`config.mk`:
```
export PLATFORM = sky130hd
export DESIGN_NAME = dns_qname_label_encoder_core_flat
export DESIGN_NICKNAME = d
export VERILOG_FILES = /design/src/hdl/dqle_pkg.sv /design/src/hdl/dqle_in_if.sv /design/src/hdl/dqle_out_if.sv /design/src/hdl/dqle_ram.sv /design/src/hdl/dqle_ctrl.sv /design/src/hdl/dqle_dpath.sv /design/src/hdl/dns_qname_label_encoder_core.sv /design/src/flat_wrapper.sv
export VERILOG_INCLUDE_DIRS = /design/src /design/src/hdl
export SDC_FILE = /design/constraint.sdc
export NUM_CORES = 1
export LEC_CHECK = 0
export ABC_AREA = 1
export ABC_CLOCK_PERIOD_IN_PS = 3700
export BUFFER_PORTS_ARGS = -buffer_cell sky130_fd_sc_hd__buf_2
export CORE_UTILIZATION = 45
export CTS_BUF_LIST = sky130_fd_sc_hd__clkbuf_4
export DETAILED_ROUTE_END_ITERATION = 6
export GPL_ROUTABILITY_DRIVEN = 0
export PLACE_DENSITY = 0.61
export SYNTH_ARGS = -nofsm -noshare
export SYNTH_HDL_FRONTEND = slang
export SYNTH_SLANG_ARGS = --single-unit
```
`constraint.sdc`:
```
create_clock -name clk -period 3.7 [get_ports clk]
set_input_delay 0.555 -clock clk [delete_from_list [all_inputs] [get_ports clk]]
set_output_delay 0.555 -clock clk [all_outputs]
set_load 0.01 [all_outputs]
```
`src/hdl/dns_qname_label_encoder_core_defines.svh`:
```
// Assertion macros used by the DNS name encoder controller.
`ifndef DNS_QNAME_LABEL_ENCODER_CORE_DEFINES_SVH
`define DNS_QNAME_LABEL_ENCODER_CORE_DEFINES_SVH

// Same-cycle implication, sampled on clk, masked while rst_n is low.
`define DQLE_ASSERT_NOW(name, ante, cons, msg) \
  name: assert property (@(posedge clk) disable iff (!rst_n) (ante) |-> (cons)) \
    else $error(msg);

// Next-cycle implication, sampled on clk, masked while rst_n is low.
`define DQLE_ASSERT_NEXT(name, ante, cons, msg) \
  name: assert property (@(posedge clk) disable iff (!rst_n) (ante) |=> (cons)) \
    else $error(msg);

`endif

```
`src/hdl/dqle_pkg.sv`:
```
// Types and constants of the DNS name encoder.
`default_nettype none
package dqle_pkg;

  localparam logic [7:0] DOT_CHAR    = 8'h2E;
  localparam logic [7:0] NUL_BYTE    = 8'h00;
  localparam logic [8:0] LIMIT_RESET = 9'd256;

  localparam logic [1:0] ST_OK         = 2'd0;
  localparam logic [1:0] ST_NAME_LONG  = 2'd1;
  localparam logic [1:0] ST_LABEL_LONG = 2'd2;

  typedef logic [1:0] osel_t;
  localparam osel_t OSEL_LEN  = 2'd0;
  localparam osel_t OSEL_CHR  = 2'd1;
  localparam osel_t OSEL_ZERO = 2'd2;
  localparam osel_t OSEL_ERR  = 2'd3;

  // Commands from the controller to the datapath.
  typedef struct packed {
    logic  nc_inc;
    logic  set_err1;
    logic  set_err2;
    logic  store_chr;
    logic  out_ld;
    osel_t out_sel;
    logic  out_last;
    logic  rd_first;
    logic  rd_next;
    logic  lbl_clr;
    logic  name_clr;
  } ctl_cmd_t;

  // Status from the datapath to the controller.
  typedef struct packed {
    logic item_end;
    logic item_dot;
    logic err_pending;
    logic size_err_chr;
    logic size_err_end;
    logic label_full;
    logic cnt_zero;
    logic idx_last;
    logic slot_free;
  } dp_stat_t;

endpackage
`default_nettype wire

```
`src/hdl/dqle_in_if.sv`:
```
// Input channel: host name characters and end-of-name items.
`default_nettype none
interface dqle_in_if;
  logic       valid;
  logic       ready;
  logic       cmd;
  logic [7:0] char_byte;

  modport source (output valid, output cmd, output char_byte, input ready);
  modport sink   (input valid, input cmd, input char_byte, output ready);
endinterface
`default_nettype wire

```
`src/hdl/dqle_out_if.sv`:
```
// Output channel: encoded wire-format bytes with status.
`default_nettype none
interface dqle_out_if;
  logic       valid;
  logic       ready;
  logic [7:0] out_byte;
  logic       last_of_run;
  logic [1:0] status;

  modport source (output valid, output out_byte, output last_of_run, output status,
                  input ready);
  modport sink   (input valid, input out_byte, input last_of_run, input status,
                  output ready);
endinterface
`default_nettype wire

```
`src/hdl/dqle_ram.sv`:
```
// Generic single-write, single-read RAM with registered read data.
`default_nettype none
module dqle_ram #(
  parameter int WIDTH = 8,
  parameter int DEPTH = 62
) (
  input  wire logic                                      clk,
  input  wire logic                                      we,
  input  wire logic [((DEPTH > 1) ? $clog2(DEPTH) : 1)-1:0] waddr,
  input  wire logic [WIDTH-1:0]                          wdata,
  input  wire logic                                      re,
  input  wire logic [((DEPTH > 1) ? $clog2(DEPTH) : 1)-1:0] raddr,
  output logic      [WIDTH-1:0]                          rdata
);

  logic [WIDTH-1:0] mem [DEPTH];
  logic [WIDTH-1:0] rdata_r;

  always_ff @(posedge clk) begin
    if (we) begin
      mem[waddr] <= wdata;
    end
    if (re) begin
      rdata_r <= mem[raddr];
    end
  end

  assign rdata = rdata_r;

endmodule
`default_nettype wire

```
`src/hdl/dqle_ctrl.sv`:
```
// Controller state machine of the DNS name encoder.
`default_nettype none
`include "dns_qname_label_encoder_core_defines.svh"
module dqle_ctrl (
  input  wire logic                clk,
  input  wire logic                rst_n,
  input  wire logic                in_valid,
  output logic                     in_ready,
  input  wire dqle_pkg::dp_stat_t  st,
  output dqle_pkg::ctl_cmd_t       cmd
);
  import dqle_pkg::*;

  localparam logic [2:0] S_IDLE = 3'd0;
  localparam logic [2:0] S_LEN  = 3'd1;
  localparam logic [2:0] S_CHR  = 3'd2;
  localparam logic [2:0] S_TERM = 3'd3;
  localparam logic [2:0] S_ERR  = 3'd4;

  logic [2:0] state_r, state_nxt;
  logic       is_end_r, is_end_nxt;
  logic       acc;

  assign in_ready = (state_r == S_IDLE);
  assign acc      = in_valid && in_ready;

  always_comb begin
    cmd        = '0;
    state_nxt  = state_r;
    is_end_nxt = is_end_r;
    case (state_r)
      S_IDLE: begin
        if (acc) begin
          if (!st.item_end) begin
            // drop characters while an error is pending
            if (!st.err_pending) begin
              cmd.nc_inc = 1'b1;
              if (st.size_err_chr) begin
                cmd.set_err1 = 1'b1;
              end else if (st.item_dot) begin
                is_end_nxt = 1'b0;
                state_nxt  = S_LEN;
              end else if (st.label_full) begin
                cmd.set_err2 = 1'b1;
              end else begin
                cmd.store_chr = 1'b1;
              end
            end
          end else if (st.err_pending || st.size_err_end) begin
            cmd.set_err1 = !st.err_pending;
            state_nxt    = S_ERR;
          end else begin
            is_end_nxt = 1'b1;
            state_nxt  = S_LEN;
          end
        end
      end
      S_LEN: begin
        if (st.slot_free) begin
          cmd.out_ld   = 1'b1;
          cmd.out_sel  = OSEL_LEN;
          cmd.out_last = !is_end_r && st.cnt_zero;
          cmd.rd_first = 1'b1;
          if (!st.cnt_zero) begin
            state_nxt = S_CHR;
          end else if (is_end_r) begin
            state_nxt = S_TERM;
          end else begin
            cmd.lbl_clr = 1'b1;
            state_nxt   = S_IDLE;
          end
        end
      end
      S_CHR: begin
        if (st.slot_free) begin
          cmd.out_ld   = 1'b1;
          cmd.out_sel  = OSEL_CHR;
          cmd.out_last = !is_end_r && st.idx_last;
          cmd.rd_next  = 1'b1;
          if (st.idx_last) begin
            cmd.lbl_clr = 1'b1;
            state_nxt   = is_end_r ? S_TERM : S_IDLE;
          end
        end
      end
      S_TERM: begin
        if (st.slot_free) begin
          cmd.out_ld   = 1'b1;
          cmd.out_sel  = OSEL_ZERO;
          cmd.out_last = 1'b1;
          cmd.name_clr = 1'b1;
          state_nxt    = S_IDLE;
        end
      end
      S_ERR: begin
        if (st.slot_free) begin
          cmd.out_ld   = 1'b1;
          cmd.out_sel  = OSEL_ERR;
          cmd.out_last = 1'b1;
          cmd.name_clr = 1'b1;
          state_nxt    = S_IDLE;
        end
      end
      default: begin
        state_nxt = S_IDLE;
      end
    endcase
  end

  always_ff @(posedge clk) begin
    if (!rst_n) begin
      state_r  <= S_IDLE;
      is_end_r <= 1'b0;
    end else begin
      state_r  <= state_nxt;
      is_end_r <= is_end_nxt;
    end
  end

  `DQLE_ASSERT_NOW(a_ld_needs_slot, cmd.out_ld, st.slot_free, "output loaded while occupied")
  `DQLE_ASSERT_NEXT(a_err_end_to_err, acc && st.item_end && st.err_pending, state_r == S_ERR, "pending error not reported on end")
  `DQLE_ASSERT_NOW(a_chr_nonempty, state_r == S_CHR, !st.cnt_zero, "character burst with empty label")
  `DQLE_ASSERT_NEXT(a_close_to_idle, (state_r == S_TERM || state_r == S_ERR) && st.slot_free, state_r == S_IDLE && !st.err_pending, "name not closed after final byte")

endmodule
`default_nettype wire

```
`src/hdl/dqle_dpath.sv`:
```
// Datapath of the DNS name encoder: counters, label store and output register.
`default_nettype none
module dqle_dpath #(
  parameter int LABEL_MAX = 62
) (
  input  wire logic               clk,
  input  wire logic               rst_n,
  input  wire logic               cfg_we,
  input  wire logic [8:0]         cfg_wdata,
  input  wire logic               in_cmd,
  input  wire logic [7:0]         in_char_byte,
  input  wire logic               out_ready,
  output logic                    out_valid,
  output logic [7:0]              out_byte,
  output logic                    out_last_of_run,
  output logic [1:0]              out_status,
  input  wire dqle_pkg::ctl_cmd_t cmd,
  output dqle_pkg::dp_stat_t      st
);
  import dqle_pkg::*;

  localparam int CW = $clog2(LABEL_MAX + 1);
  localparam int AW = (LABEL_MAX > 1) ? $clog2(LABEL_MAX) : 1;

  logic [8:0]    limit_r;
  logic [8:0]    name_count_r;
  logic [CW-1:0] label_count_r;
  logic [CW-1:0] idx_r;
  logic [1:0]    error_code_r;
  logic          out_valid_r;
  logic [7:0]    out_byte_r;
  logic          out_last_r;
  logic [1:0]    out_status_r;

  logic [8:0]    nc_nxt;
  logic [CW-1:0] idx_inc;
  logic [7:0]    rd_data;
  logic          rd_en;
  logic [AW-1:0] rd_addr;
  logic [7:0]    byte_sel;
  logic [1:0]    status_sel;

  assign nc_nxt  = name_count_r + 9'd1;
  assign idx_inc = idx_r + CW'(1);

  assign st.item_end     = in_cmd;
  assign st.item_dot     = (in_char_byte == DOT_CHAR);
  assign st.err_pending  = (error_code_r != ST_OK);
  assign st.size_err_chr = ({1'b0, nc_nxt} + 10'd1) >= {1'b0, limit_r};
  assign st.size_err_end = ({1'b0, name_count_r} + 10'd1) >= {1'b0, limit_r};
  assign st.label_full   = (label_count_r == CW'(LABEL_MAX));
  assign st.cnt_zero     = (label_count_r == '0);
  assign st.idx_last     = (idx_inc == label_count_r);
  assign st.slot_free    = !out_valid_r || out_ready;

  // Prefetch the next character so it is ready when the output slot frees.
  assign rd_en   = (cmd.rd_first && !st.cnt_zero) || (cmd.rd_next && !st.idx_last);
  assign rd_addr = cmd.rd_first ? '0 : idx_inc[AW-1:0];

  dqle_ram #(
    .WIDTH (8),
    .DEPTH (LABEL_MAX)
  ) u_label_store (
    .clk   (clk),
    .we    (cmd.store_chr),
    .waddr (label_count_r[AW-1:0]),
    .wdata (in_char_byte),
    .re    (rd_en),
    .raddr (rd_addr),
    .rdata (rd_data)
  );

  always_comb begin
    byte_sel   = NUL_BYTE;
    status_sel = ST_OK;
    case (cmd.out_sel)
      OSEL_LEN:  byte_sel = {{(8 - CW){1'b0}}, label_count_r};
      OSEL_CHR:  byte_sel = rd_data;
      OSEL_ZERO: byte_sel = NUL_BYTE;
      OSEL_ERR:  status_sel = error_code_r;
      default:   byte_sel = NUL_BYTE;
    endcase
  end

  always_ff @(posedge clk) begin
    if (!rst_n) begin
      limit_r       <= LIMIT_RESET;
      name_count_r  <= '0;
      label_count_r <= '0;
      idx_r         <= '0;
      error_code_r  <= ST_OK;
      out_valid_r   <= 1'b0;
    end else begin
      if (cfg_we) begin
        limit_r <= cfg_wdata;
      end
      if (cmd.name_clr) begin
        name_count_r <= '0;
      end else if (cmd.nc_inc) begin
        name_count_r <= nc_nxt;
      end
      if (cmd.name_clr || cmd.lbl_clr) begin
        label_count_r <= '0;
      end else if (cmd.store_chr) begin
        label_count_r <= label_count_r + CW'(1);
      end
      if (cmd.rd_first) begin
        idx_r <= '0;
      end else if (cmd.rd_next) begin
        idx_r <= idx_inc;
      end
      if (cmd.name_clr) begin
        error_code_r <= ST_OK;
      end else if (cmd.set_err1) begin
        error_code_r <= ST_NAME_LONG;
      end else if (cmd.set_err2) begin
        error_code_r <= ST_LABEL_LONG;
      end
      // hold the result until the receiver takes the transfer
      if (cmd.out_ld) begin
        out_valid_r <= 1'b1;
      end else if (out_ready) begin
        out_valid_r <= 1'b0;
      end
    end
  end

  always_ff @(posedge clk) begin
    if (cmd.out_ld) begin
      out_byte_r   <= byte_sel;
      out_last_r   <= cmd.out_last;
      out_status_r <= status_sel;
    end
  end

  assign out_valid       = out_valid_r;
  assign out_byte        = out_byte_r;
  assign out_last_of_run = out_last_r;
  assign out_status      = out_status_r;

endmodule
`default_nettype wire

```
`src/hdl/dns_qname_label_encoder_core.sv`:
```
// Top level of the DNS host name to wire-format encoder.
//
// in_ch carries one item per transfer: cmd 0 with a host name character in
// char_byte, or cmd 1 to end the name. out_ch carries encoded bytes: the
// length byte of each label, its characters, and a zero byte at the end of
// the name; last_of_run marks the final byte caused by one input item and
// status reports a name or label error on a single zero byte instead.
// cfg_we/cfg_wdata write the encoded size limit (reset 256).
// Plain characters are taken one per cycle while in_ch.ready is high and
// give no output. A dot gives label length + 1 output bytes (the length byte
// and the characters) unless an error is pending or it raises one; an end
// item gives label length + 2 bytes, or one byte when it reports an error.
// The byte loop is paced by the output register, fed by a label store whose
// registered read is prefetched one byte ahead. The first output byte loads
// in the state a dot or end enters. in_ch.ready is low while a label drains.
// Reset (synchronous, rst_n low) clears the counters, the error code and the
// output valid; the label store needs no clearing. When the receiver stalls,
// the output byte holds and the label burst pauses.
`default_nettype none
module dns_qname_label_encoder_core #(
  parameter int LABEL_MAX = 62
) (
  input  wire logic       clk,
  input  wire logic       rst_n,
  dqle_in_if.sink         in_ch,
  dqle_out_if.source      out_ch,
  input  wire logic       cfg_we,
  input  wire logic [8:0] cfg_wdata
);
  import dqle_pkg::*;

  ctl_cmd_t cmd;
  dp_stat_t st;
  logic     in_ready;

  assign in_ch.ready = in_ready;

  dqle_ctrl u_ctrl (
    .clk      (clk),
    .rst_n    (rst_n),
    .in_valid (in_ch.valid),
    .in_ready (in_ready),
    .st       (st),
    .cmd      (cmd)
  );

  dqle_dpath #(
    .LABEL_MAX (LABEL_MAX)
  ) u_dpath (
    .clk             (clk),
    .rst_n           (rst_n),
    .cfg_we          (cfg_we),
    .cfg_wdata       (cfg_wdata),
    .in_cmd          (in_ch.cmd),
    .in_char_byte    (in_ch.char_byte),
    .out_ready       (out_ch.ready),
    .out_valid       (out_ch.valid),
    .out_byte        (out_ch.out_byte),
    .out_last_of_run (out_ch.last_of_run),
    .out_status      (out_ch.status),
    .cmd             (cmd),
    .st              (st)
  );

endmodule
`default_nettype wire
```
`src/flat_wrapper.sv`:
```
// flat-port wrapper written by rule: the top's interface ports become plain ports
module dns_qname_label_encoder_core_flat import dqle_pkg::*;
#(
  parameter int LABEL_MAX = 62
)
  (clk, rst_n, cfg_we, cfg_wdata, in_ch_valid, in_ch_cmd, in_ch_char_byte, in_ch_ready, out_ch_valid, out_ch_out_byte, out_ch_last_of_run, out_ch_status, out_ch_ready);
  dqle_in_if in_ch_i ();
  dqle_out_if out_ch_i ();
  input  wire logic clk;
  input  wire logic rst_n;
  input  wire logic cfg_we;
  input  wire logic [8:0] cfg_wdata;
  input wire logic [$bits(in_ch_i.valid)-1:0] in_ch_valid;
  input wire logic [$bits(in_ch_i.cmd)-1:0] in_ch_cmd;
  input wire logic [$bits(in_ch_i.char_byte)-1:0] in_ch_char_byte;
  output wire logic [$bits(in_ch_i.ready)-1:0] in_ch_ready;
  output wire logic [$bits(out_ch_i.valid)-1:0] out_ch_valid;
  output wire logic [$bits(out_ch_i.out_byte)-1:0] out_ch_out_byte;
  output wire logic [$bits(out_ch_i.last_of_run)-1:0] out_ch_last_of_run;
  output wire logic [$bits(out_ch_i.status)-1:0] out_ch_status;
  input wire logic [$bits(out_ch_i.ready)-1:0] out_ch_ready;
  assign in_ch_i.valid = in_ch_valid;
  assign in_ch_i.cmd = in_ch_cmd;
  assign in_ch_i.char_byte = in_ch_char_byte;
  assign in_ch_ready = in_ch_i.ready;
  assign out_ch_valid = out_ch_i.valid;
  assign out_ch_out_byte = out_ch_i.out_byte;
  assign out_ch_last_of_run = out_ch_i.last_of_run;
  assign out_ch_status = out_ch_i.status;
  assign out_ch_i.ready = out_ch_ready;
  dns_qname_label_encoder_core #(.LABEL_MAX(LABEL_MAX)) u_core (.clk(clk), .rst_n(rst_n), .in_ch(in_ch_i), .out_ch(out_ch_i), .cfg_we(cfg_we), .cfg_wdata(cfg_wdata));
endmodule
```
Yosys cells after proc, flatten, opt, wreduce, memory -nomap -nowiden
Memories as Yosys holds them, arrays and structs flattened. A register that Yosys moved wholly into a read port is not among the register bits. Cells that the tools add are included.

Bits in registers: 48. Bits in writable memories: 496. Logic and storage cells: 122. Memories kept: 1. Output and inout bits: 13. Input port bits: 23.

Memories: u_core.u_dpath.u_label_store.mem (words 62, width 8, rd ports 1, clocked after memory_dff 1, write ports 1, RTL line dqle_ram.sv:16) `logic [WIDTH-1:0] mem [DEPTH];`.

Order comparisons: 2. Reductions and logical operators: 28. Bitwise operators: 1. Eq/ne operators: 20. Muxes and demuxes: 53. Add/subtract/negate cells: 5.

Operators with widths (count): $mux 3 (10); $mux 1 (25); $mux 4 (6); $add 9x1->10 const B (2); $ge 10x9->1 (2); $pmux 4 s4 (1); $pmux 8 s2 (1); $add 6x1->6 const B (2); $mux 2 (6); $pmux 3 s4 (1); $add 9x1->9 const B (1); $eq 8x6->1 const B (1); $ne 2x1->1 const B (4); $ne 2x2->1 const B (4); $reduce_and 8->1 (1); $reduce_bool 2->1 (4); $reduce_or 2->1 (4); $eq 3x2->1 const B (2); $eq 6x6->1 (1); $eq 6x6->1 const B (1); $logic_not 6->1 (1); $mux 6 (1); $ne 3x3->1 const B (2); $reduce_and 6->1 (1); 14 further kinds (25).

Logic depth before layout (Yosys ltp)
Gate-level depths: netlist of the first run.

Depth in word-level cells: 10. Gate-level depth with buffers: 24. Mapped depth without buffers: 24.

Cells and area by module
Synthesis of the first run repeated with hierarchy kept, for this count alone.

Cells, all modules: 2235. Area total of the unflattened synthesis: 23825.4 sq um.

Modules (own cells, without submodules): dqle_ram (times used 1, seq. area each 15134.5 sq um, area each 20546.0 sq um, cells each 1756); dqle_dpath (times used 1, seq. area each 991.0 sq um, area each 2854.0 sq um, cells each 398); dqle_ctrl (times used 1, seq. area each 80.1 sq um, area each 425.4 sq um, cells each 81).

Worst setup path before layout of the first run
OpenSTA, ideal clock, no wires.

Path kind: register to register. Start: register u_core.u_dpath.name_count_r[0]. End: memory u_core.u_dpath.u_label_store.mem[43][0] (enable). Clock period less this slack: 3687 ps. Path slack: 13 ps. Path buffers: 0. Cell stages (with the launch flop): 19. Required time: 3330 ps. Library setup time: 370 ps. Arrival: 3316 ps. Cells stage by stage: dfxtp_1 inv_1 ha_1 inv_1 nand2_1 nor2_1 nand2_1 nor2_1 nand3_1 xor2_1 ha_1 a21oi_1 a21boi_1 nand2_1 a21oi_1 nand3_4 nor2_8 nand3_4 nor2_1.

Longest elaborated chain between the ends: 10.

RTL lines: start: declaration (RTL line dqle_dpath.sv:26) `logic [8:0] name_count_r;`; start signal: assignment (RTL line dqle_dpath.sv:100) `name_count_r <= nc_nxt;`; $add 9x1->9 (RTL line dqle_dpath.sv:43) `assign nc_nxt = name_count_r + 9'd1;`; via u_core.u_dpath.nc_nxt[0] (RTL line dqle_dpath.sv:35) `logic [8:0] nc_nxt;`; $add 9x1->10 (RTL line dqle_dpath.sv:49) `assign st.size_err_chr = ({1'b0, nc_nxt} + 10'd1) >= {1'b0, limit_r};`; $ge 10x9->1 (RTL line dqle_dpath.sv:49); $mux 2 (RTL line dqle_ctrl.sv:38) `if (st.size_err_chr) begin`; $mux 4 (RTL line dqle_ctrl.sv:36) `if (!st.err_pending) begin`; $mux 2 (RTL line dqle_ctrl.sv:34) `if (!st.item_end) begin`; $mux 4 (RTL line dqle_ctrl.sv:33) `if (acc) begin`; $mux 4 (RTL line dqle_ctrl.sv:31) `case (state_r)`; $mux 1 (RTL line dqle_ram.sv:20) `if (we) begin`; $mux 1 (not written as such) (RTL line dqle_ram.sv:21) `mem[waddr] <= wdata;`; end: declaration (RTL line dqle_ram.sv:16).

The timed path passes the listed nets, and every way through them passes these cells.

Worst setup path after layout of the first run
Start: register u_core.u_dpath.name_count_r[0]. End: memory u_core.u_dpath.u_label_store.mem[42][1] (enable).

The elaborated chain is that of the path after synthesis.

==> metrics.yaml, run 1 <==
run_status:
  status: "complete, no violations"
yosys:
  synth_cell_types: 39
  synth_edf_count: 515
  netlist_instances: 2259
  synth.avg_cell_area_um2: 10.8
  async_flop_share_pct: 0
  ys_warn_count: 0
  synth-main-ff-cell: "edfxtp_1"
  synth_most_common_cell: "edfxtp_1"
  netlist.area_leader.share_pct: 63.6
  synth_seq_cells: 552
  yosysSeqAreaShare_pct: 66.7
  synth.area.top_cells: "edfxtp_1 (64%), nand2_1 (7.6%), nand3_1 (5.4%)"
  synthTopCellsByCount: "edfxtp_1 (515), nand2_1 (492), nand3_1 (264), inv_1 (251), nor2_1 (219)"
  syn_nets: 2306
  synth_area_um2: 24300
  synth_top_area_cell: "edfxtp_1"
sta:
  drv_slew: 0
  period_minus_slack_ps: 3640
  max_freq_mhz: 275
  min_period_over_period_pct: 98.4
  maxSlewHeadroom_pct: 35.3
  rsz0062_at_grt: "true"
  worst_pin_slew_ps: 971
  final_hold_viol_count: 0
  finalSetupViolCount: 0
  fin_tns_setup_ps: 0
  finClkSkew_ps: 45.5
global_routing:
  grt_max_degree: 107
  overflow: 0
  grt_pass1_vias: 17500
  antenna_found_initial: 1
  grt_pass1_wl_um: 98500
  grt_use_total_pct: 24.3
worst_setup_path:
  cp_slowest_cell: "dfxtp_4"
  crit_path_end_kind: "register"
  crit_buf_inv: 5
  cp_cell_sequence: "buf_4 > nand3_2 > nand2_1 > nand2_4 > nand3_1 > nor2_1 > nand2_1 > xor2_1 > inv_1 > ha_1 > nand2_1 > nor2_1 > a21boi_2 > nand2_1 > a21oi_2 > buf_4 > nand3_4 > nor2_4 > nand3_2 > buf_6 > nor2_2 > buf_4"
  reg2reg_from: "u_core.u_dpath.name_count_r[0]$_SDFFE_PP0P_"
  worstPathArrival_ps: 4270
  worst_setup_path_start_kind: "register"
  required_ps: 4330
  crit_end: "u_core.u_dpath.u_label_store.mem[42][1]$_DFFE_PP_"
  crit_family: "simple AND/OR/NAND/NOR gates"
  critPathMaxStageDelay_ps: 360
  r2r-end: "u_core.u_dpath.u_label_store.mem[42][1]$_DFFE_PP_"
  worstSetupStartpoint: "u_core.u_dpath.name_count_r[0]$_SDFFE_PP0P_"
  crit_path_frequent_cell: "nand2_1"
  rrSetupSlack_ps: 60
  ff2ff_path_depth: 22
  critical_path_cell_count: 22
  critPathMaxFanout: 8
  crit_type: "reg -> reg"
layout:
  drive_gt1_share_pct: 18.6
  fin_area_um2: 28500
  multiInputGateArea_um2: 6820
  final_nets: 2556
  seqCellArea_um2: 16200
  syn_to_final_growth_pct: 17.2
  fillers: 4643
floorplan:
  core_area_um2: 53000
  die_width_um: 234
  die_y_um: 234
  ios: 36
  num_rows: 84
  die_area_um2: 55000
  start_util_pct: 45.9
placement:
  hpwl_um: 39400
  port_buffers: 35
  dpl_cell_area_um2: 25900
hold_path:
  hold_depth: 6
  min_path_type: "in -> reg"
drt:
  wl_per_cell_um: 19.7
  drt_iter0_markers: 1756
  ant_nets: 0
  vias: 17700
  viasPerCell: 5.36
  drc: 0
  drtPass1Iterations: 5
  wl_um: 65100
clock_tree:
  clock_sinks: 552
  tritoncts: "done"
  h-tree-depth: 4
  cts_made_buffers: 144
  cts-root-buf: "clkbuf_4"
  cts.clk_slew.worst_paths_ps: 70
  clock_path_buffers: 3
  insertion_delay_ps: 960
power_and_ir_drop:
  ir_worst_vdd_uv: 291
  powerDensity_nw_per_um2: 573
  p_leak_nw: 11.3
job:
  max_cap_viol_count: 0
stage by stage:
stage,hold WS (ps),worst slack [ps],power [mW],utilization [%],std cells
final,207,60.9,16.3,53.8,3301
after global routing,181,-62.9,17.2,53.8,3301
after CTS,91.7,15.1,16.3,53.3,3295
after detailed placement,468,-151,10.8,48.9,3001
after global placement,467,-23.1,10.8,48.9,3001
after floorplan,444,13.4,9.69,-,2259
kinds of logic (layout without fill, tap and decap cells):
family	after synthesis	in the layout	share of synthesized area (%)
XOR/XNOR	11	11	0.396
flip-flops	552	552	66.7
AND/OR/NAND/NOR	1024	1024	18.4
adder cells (fa/ha/maj)	24	24	1.24
buffers and inverters	372	725	6.31
AO/OA/AOI/OAI	276	276	7.01
other	0	1	0
report_power, final:
| part | switching [mW] | total, mW | leakage, nW | internal (mW) |
|---|---|---|---|---|
| Combinational | 2.64 | 3.80 | 5.28 | 1.15 |
| Sequential | 0.0987 | 7.12 | 4.94 | 7.02 |
| Clock | 2.42 | 5.40 | 1.11 | 2.98 |
cells in the final DEF (no fill, tap or decap), types with 6 or more instances in the layout:
cell / n
o211ai_1: 110
dfxtp_1: 35
clkinv_2: 7
buf_2: 35
clkbuf_4: 200
inv_2: 18
o21a_1: 11
ha_1: 21
o21ai_0: 75
nand4_1: 6
bufinv_16: 7
nor2_4: 12
nand3_1: 259
buf_6: 8
dlygate4sd3_1: 31
nor2_2: 13
o22ai_1: 7
buf_12: 9
nand2_1: 486
buf_4: 127
edfxtp_1: 515
nand2_2: 9
o21ai_1: 25
inv_1: 247
clkinv_1: 34
nor2_1: 203
xor2_1: 6
a21oi_1: 40
nand3_2: 10
how the worst min path moves through the flow:
stage | from | to | slack, ps
after global placement | u_core.u_dpath.name_count_r[4]$_SDFFE_PP0P_ | u_core.u_dpath.name_count_r[4]$_SDFFE_PP0P_ | 470
after global routing | in_ch_char_byte[5] | u_core.u_dpath.u_label_store.mem[34][5]$_DFFE_PP_ | 180
after CTS | in_ch_valid | u_core.u_ctrl.is_end_r$_SDFFE_PN0P_ | 90
after floorplan | u_core.u_dpath.name_count_r[4]$_SDFFE_PP0P_ | u_core.u_dpath.name_count_r[4]$_SDFFE_PP0P_ | 440
after detailed placement | u_core.u_dpath.name_count_r[4]$_SDFFE_PP0P_ | u_core.u_dpath.name_count_r[4]$_SDFFE_PP0P_ | 470
final | in_ch_valid | u_core.u_ctrl.is_end_r$_SDFFE_PN0P_ | 210
cell type report:
class	instances	area share, %
Inverter	266	3.51
Multi-Input combinational cell	1335	24.0
Tap cell	688	3.02
Antenna cell	1	0.00878
Timing Repair Buffer	210	6.00
Clock buffer	200	5.27
Sequential cell	552	56.9
Clock inverter	49	1.33
state kept, by name, indices dropped and copies added, names as in the netlist, 3 cells and up:
| name | count |
|---|---|
| u_core.u_dpath.out_byte | 8 |
| u_core.u_dpath.name_count_r | 9 |
| u_core.u_dpath.u_label_store.rdata | 8 |
| u_core.u_ctrl.state_r | 3 |
| u_core.u_dpath.label_count_r | 6 |
| u_core.u_dpath.idx_r | 6 |
| u_core.u_dpath.limit_r | 9 |
| u_core.u_dpath.u_label_store.mem | 496 |
repair_timing:
action                                  in CTS  in global routing
hold endpoints to repair                    15                  0
endpoints found under the setup margin     488                503
setup buffers                               14                  6
hold buffers                                31                  0
gates resized for setup                     15                 52
pin swaps                                    5                 17
per-layer routing:
layer	vias up	global-route usage (%)	wire [um]
li1	8339	-	-
met2	687	37.9	30100
met5	-	0	0
met3	141	5.37	4870
met4	0	10.5	1930
met1	8517	32.8	28200
worst min-delay path: cells and delay by family:
family | cells | cell delay, ps
buffers and inverters | 2 | 250
AOI/OAI and AO/OA | 2 | 190
and+or+nand+nor | 2 | 120
Power figures use the tool's default switching activity.
==> run 2, diff against run 1 <==
Settings changed: CORE_ASPECT_RATIO from default to 0.7, CTS_BUF_LIST sky130_fd_sc_hd__clkbuf_4 to sky130_fd_sc_hd__clkbuf_2 sky130_fd_sc_hd__clkbuf_4 sky130_fd_sc_hd__clkbuf_8.
==> metrics.yaml, run 2 (synthesis results as in run 1) <==
run_status:
  status: "finished with violations"
  failed_checks: "design-rule violations"
sta:
  drv_slew: 0
  finClkSkew_ps: 35.2
  rsz0062_at_grt: "true"
  finalWorstSetupSlack_ps: 125
  finalSetupViolCount: 0
  maxSlewHeadroom_pct: 21.7
  min_period_over_period_pct: 96.6
  whs_ps: 104
  worst_pin_slew_ps: 1170
  period_minus_slack_ps: 3570
  final_hold_viol_count: 0
  max_freq_mhz: 280
floorplan:
  core_area_um2: 52800
  start_util_pct: 46.0
  die_width_um: 280
  ios: 36
  die_area_um2: 55000
  num_rows: 70
  die_y_um: 196
power_and_ir_drop:
  p_sw_share_pct: 32.2
  ir_worst_vdd_uv: 272
  power_switching_mw: 5.18
  p_leak_nw: 11.0
  power_mw: 16.1
  powerDensity_nw_per_um2: 572
  pwr-share-seq_pct: 44.4
  p_comb_share_pct: 23.8
  internal_power_mw: 10.9
  pwr-share-clk_pct: 31.8
clock_tree:
  tritoncts: "done"
  cts-root-buf: "clkbuf_8"
  h-tree-depth: 3
  cts_made_buffers: 87
  clock_path_buffers: 3
  cts.clk_slew.worst_paths_ps: 60
  insertion_delay_ps: 690
  clock_sinks: 552
global_routing:
  grt_use_total_pct: 23.7
  grt_pass1_vias: 16600
  grt_pass1_wl_um: 97700
  overflow: 0
  grt_max_degree: 69
  antenna_found_initial: 2
layout:
  top_register: "u_core.u_dpath.u_label_store.mem"
  largest_reg_flops: 496
  final_nets: 2464
  drive_gt1_share_pct: 16.4
  syn_to_final_growth_pct: 15.5
  stdcell_count: 3203
  reg_top3: "u_core.u_dpath.u_label_store.mem x496, u_core.u_dpath.limit_r x9, u_core.u_dpath.name_count_r x9"
  final_cell_mix: "edfxtp_1 (515), nand2_1 (481), nand3_1 (260)"
  final_common_cell: "edfxtp_1"
  antenna_cells: 0
worst_setup_path:
  worstPathArrival_ps: 3960
  critPathMaxFanout: 8
  worst_setup_path_start_kind: "register"
  crit_type: "reg -> reg"
  required_ps: 4090
  crit_path_end_kind: "register"
drt:
  viasPerCell: 5.37
  drc: 8
  ant_nets: 0
  drtPass1Iterations: 7
  wl_um: 64300
  drt_iter0_markers: 1865
  wl_per_cell_um: 20.1
  vias: 17200
placement:
  dpl_worst_slack_ps: -130
  placedCellCount: 3040
  port_buffers: 35
  hpwl_um: 40300
job:
  max_cap_viol_count: 0
hold_path:
  min_path_type: "in -> reg"
-- run 2: final timing paths --
path	start	end	slack, ps	cells past startpoint
hold / removal	cfg_wdata[8]	u_core.u_dpath.limit_r[8]$_SDFFE_PN1P_	100	3
setup / recovery	u_core.u_dpath.name_count_r[1]$_SDFFE_PP0P_	u_core.u_dpath.u_label_store.mem[26][6]$_DFFE_PP_	130	22
hold reg to reg	u_core.u_dpath.name_count_r[4]$_SDFFE_PP0P_	u_core.u_dpath.name_count_r[4]$_SDFFE_PP0P_	500	2
setup reg to reg	u_core.u_dpath.name_count_r[1]$_SDFFE_PP0P_	u_core.u_dpath.u_label_store.mem[26][6]$_DFFE_PP_	130	22
-- run 2: critical path, cell delays in order, from the launching register on --
cell and delay (ps):
dfxtp_4 380, ha_4 180, nand2_4 90, inv_1 50, nand2_1 80, nand2_2 100, buf_4 150, nor2_2 100
nand3_2 100, xor2_1 160, ha_1 290, a21oi_1 120, a21boi_2 160, nand2_1 70, a21oi_1 140, buf_4 140
nand3_4 130, nor2_4 170, buf_6 140, nand3_4 90, buf_12 190, nor2_2 70, buf_4 180
-- run 2: stage by stage --
| stage | instance area [um2] | setup TNS [ps] | util [%] |
|---|---|---|---|
| after floorplan | 24300 | 0 | - |
| after global placement | 26000 | -25030 | 49.2 |
| after detailed placement | 26000 | -14280 | 49.2 |
| after CTS | 27700 | 0 | 52.4 |
| after global routing | 28100 | -6920 | 53.2 |
| final | 28100 | 0 | 53.2 |
-- run 2: what timing repair did --
item | 4_1_cts | 5_1_grt
pin swaps | 2 | 25
buffers inserted | 0 | 8
hold buffers | 0 | 0
gates resized for setup | 11 | 86
endpoints found under the setup margin | 397 | 496
-- run 2: layout make-up --
| type | count | area (um2) |
|---|---|---|
| clock buffer | 116 | 1420 |
| clock inverter | 39 | 269 |
| tap | 720 | 901 |
| multi-input combinational | 1335 | 6870 |
| fill | 4631 | 24700 |
| sequential | 552 | 16200 |
| timing repair buffer | 175 | 1420 |
| inverter | 266 | 1000 |
-- run 2: power by group through the flow --
stage / sequential, mW / clock, mW / combinational (mW)
after floorplan: 7.25 / 0 / 2.44
after global placement: 7.24 / 0 / 3.63
after detailed placement: 7.24 / 0 / 3.66
after CTS: 7.11 / 5.22 / 3.67
after global routing: 7.14 / 5.48 / 4.22
final: 7.13 / 5.11 / 3.83
-- run 2: routing by layer --
| metal | global-route usage (%) | share of wire [%] |
|---|---|---|
| met5 | 0 | 0 |
| met4 | 6.23 | 1.8 |
| met3 | 6.12 | 10 |
| met2 | 33.8 | 42 |
| met1 | 35.8 | 46 |
==> run 3, diff against run 2 <==
Settings changed: CELL_PAD_IN_SITES_DETAIL_PLACEMENT from default to 0, CELL_PAD_IN_SITES_GLOBAL_PLACEMENT from default to 2, CORE_UTILIZATION 45 to 40, PLACE_DENSITY 0.61 to 0.77.
==> metrics.yaml, run 3 (synthesis results as in run 1) <==
worst_setup_path:
  worst_setup_path_start_kind: "register"
  crit_path_end_kind: "register"
  required_ps: 4080
  r2r-end: "u_core.u_dpath.u_label_store.mem[56][5]$_DFFE_PP_"
  cp_cell_sequence: "inv_4 > ha_4 > inv_4 > nand2_2 > nor2_4 > nand2_1 > nor2_1 > nand3_1 > xor2_1 > ha_1 > a21oi_2 > a21boi_2 > nand2_2 > a21oi_2 > buf_4 > nand3_4 > nor2_4 > nand3_2 > buf_12 > nor2_1 > buf_4"
  crit_end: "u_core.u_dpath.u_label_store.mem[56][5]$_DFFE_PP_"
  crit_type: "reg -> reg"
  critPathMaxFanout: 8
  ff2ff_path_depth: 21
  critPathMaxStageDelay_ps: 380
  reg2reg_from: "u_core.u_dpath.name_count_r[0]$_SDFFE_PP0P_"
  crit_buf_inv: 5
  worstPathArrival_ps: 3900
  crit_family: "simple AND/OR/NAND/NOR gates"
  critical_path_cell_count: 21
  cp_slowest_cell: "dfxtp_4"
  rrSetupSlack_ps: 180
  worstSetupStartpoint: "u_core.u_dpath.name_count_r[0]$_SDFFE_PP0P_"
sta:
  finClkSkew_ps: 33.6
  fin_tns_setup_ps: 0
  min_period_over_period_pct: 95.2
  final_hold_viol_count: 0
  rsz0062_at_grt: "true"
  maxSlewHeadroom_pct: 33.4
  max_freq_mhz: 284
  drv_slew: 0
  finalSetupViolCount: 0
  worst_pin_slew_ps: 1000
  finalWorstSetupSlack_ps: 178
  period_minus_slack_ps: 3520
  whs_ps: 107
run_status:
  status: "complete, no violations"
global_routing:
  grt_pass1_wl_um: 102000
  overflow: 0
  grt_max_degree: 82
  grt_pass1_vias: 16500
  antenna_found_initial: 0
  grt_use_total_pct: 22.7
layout:
  fin_util_pct: 47.2
  reg_top3: "u_core.u_dpath.u_label_store.mem x496, u_core.u_dpath.limit_r x9, u_core.u_dpath.name_count_r x9"
  drive_gt1_share_pct: 16.4
  final_common_cell: "edfxtp_1"
  syn_to_final_growth_pct: 16.4
  seqCellArea_um2: 16200
  final_cell_mix: "edfxtp_1 (515), nand2_1 (487), nand3_1 (261)"
  stdcell_count: 3286
  multiInputGateArea_um2: 6820
  fin_area_um2: 28300
  largest_reg_flops: 496
  final_nets: 2459
  top_register: "u_core.u_dpath.u_label_store.mem"
  fillers: 5442
clock_tree:
  cts-root-buf: "clkbuf_8"
  h-tree-depth: 3
  clock_sinks: 552
  postCtsHoldBufs: 0
  insertion_delay_ps: 700
  cts_made_buffers: 86
  clock_path_buffers: 3
  cts.clk_slew.worst_paths_ps: 60
  tritoncts: "done"
drt:
  ant_nets: 0
  viasPerCell: 5.14
  drt_iter0_markers: 1541
  vias: 16900
  drc: 0
  drtPass1Iterations: 5
  wl_um: 68500
  wl_per_cell_um: 20.8
placement:
  hpwl_um: 43500
  dpl_worst_slack_ps: -65.2
  dpl_cell_area_um2: 26100
  placedCellCount: 3128
  port_buffers: 35
floorplan:
  ios: 36
  die_width_um: 297
  start_util_pct: 40.5
  core_area_um2: 60000
  num_rows: 75
  die_area_um2: 61800
  die_y_um: 208
hold_path:
  min_path_type: "in -> reg"
power_and_ir_drop:
  p_leak_nw: 11.0
  power_mw: 16.3
  powerDensity_nw_per_um2: 576
  ir_worst_vdd_uv: 255
job:
  max_cap_viol_count: 0
==> run 3: how the worst min path moves through the flow <==
stage | start | slack (ps) | cells after the start | endpoint
4_1_cts | cfg_wdata[0] | 40 | 3 | u_core.u_dpath.limit_r[0]$_SDFFE_PN0P_
2_1_floorplan | u_core.u_dpath.name_count_r[4]$_SDFFE_PP0P_ | 440 | 2 | u_core.u_dpath.name_count_r[4]$_SDFFE_PP0P_
3_5_place_dp | u_core.u_dpath.name_count_r[4]$_SDFFE_PP0P_ | 470 | 2 | u_core.u_dpath.name_count_r[4]$_SDFFE_PP0P_
6_report | cfg_wdata[0] | 110 | 3 | u_core.u_dpath.limit_r[0]$_SDFFE_PN0P_
3_3_place_gp | u_core.u_dpath.name_count_r[4]$_SDFFE_PP0P_ | 480 | 2 | u_core.u_dpath.name_count_r[4]$_SDFFE_PP0P_
5_1_grt | cfg_wdata[0] | 100 | 3 | u_core.u_dpath.limit_r[0]$_SDFFE_PN0P_
==> run 3: layout make-up <==
class	instances	share of cell area, %
Antenna cell	3	0.0265
Clock buffer	115	5.04
Clock inverter	36	1.19
Inverter	266	3.55
Multi-Input combinational cell	1335	24.1
Sequential cell	552	57.3
Tap cell	808	3.57
Timing Repair Buffer	171	5.24
==> run 3: repair_timing <==
item,in CTS,in global routing
endpoints found under the setup margin,423,496
resized for setup,4,91
buffers inserted,1,3
pin swaps,3,10
==> run 3: worst register-to-register path, stage by stage (launching register included) <==
cell	delay, ps
dfxtp_4	380
inv_4	50
ha_4	240
inv_4	60
nand2_2	60
nor2_4	130
nand2_1	60
nor2_1	80
nand3_1	100
xor2_1	170
ha_1	310
a21oi_2	130
a21boi_2	170
nand2_2	80
a21oi_2	110
buf_4	130
nand3_4	140
nor2_4	250
nand3_2	120
buf_12	180
nor2_1	100
buf_4	190
==> run 3: layer usage <==
layer  vias to the layer above  GRT usage [%]  routed length (um)
met4                         0           6.33                1290
met1                      8170           36.2               34600
met3                        94           5.37                5590
li1                       8058              -                   -
met5                         -              0                   0
met2                       563           30.3               27000
==> run 3: where the power goes <==
part | switching (mW) | internal, mW | total [mW]
Clock | 2.41 | 2.93 | 5.34
Combinational | 2.68 | 1.16 | 3.85
Sequential | 0.0977 | 7.02 | 7.12
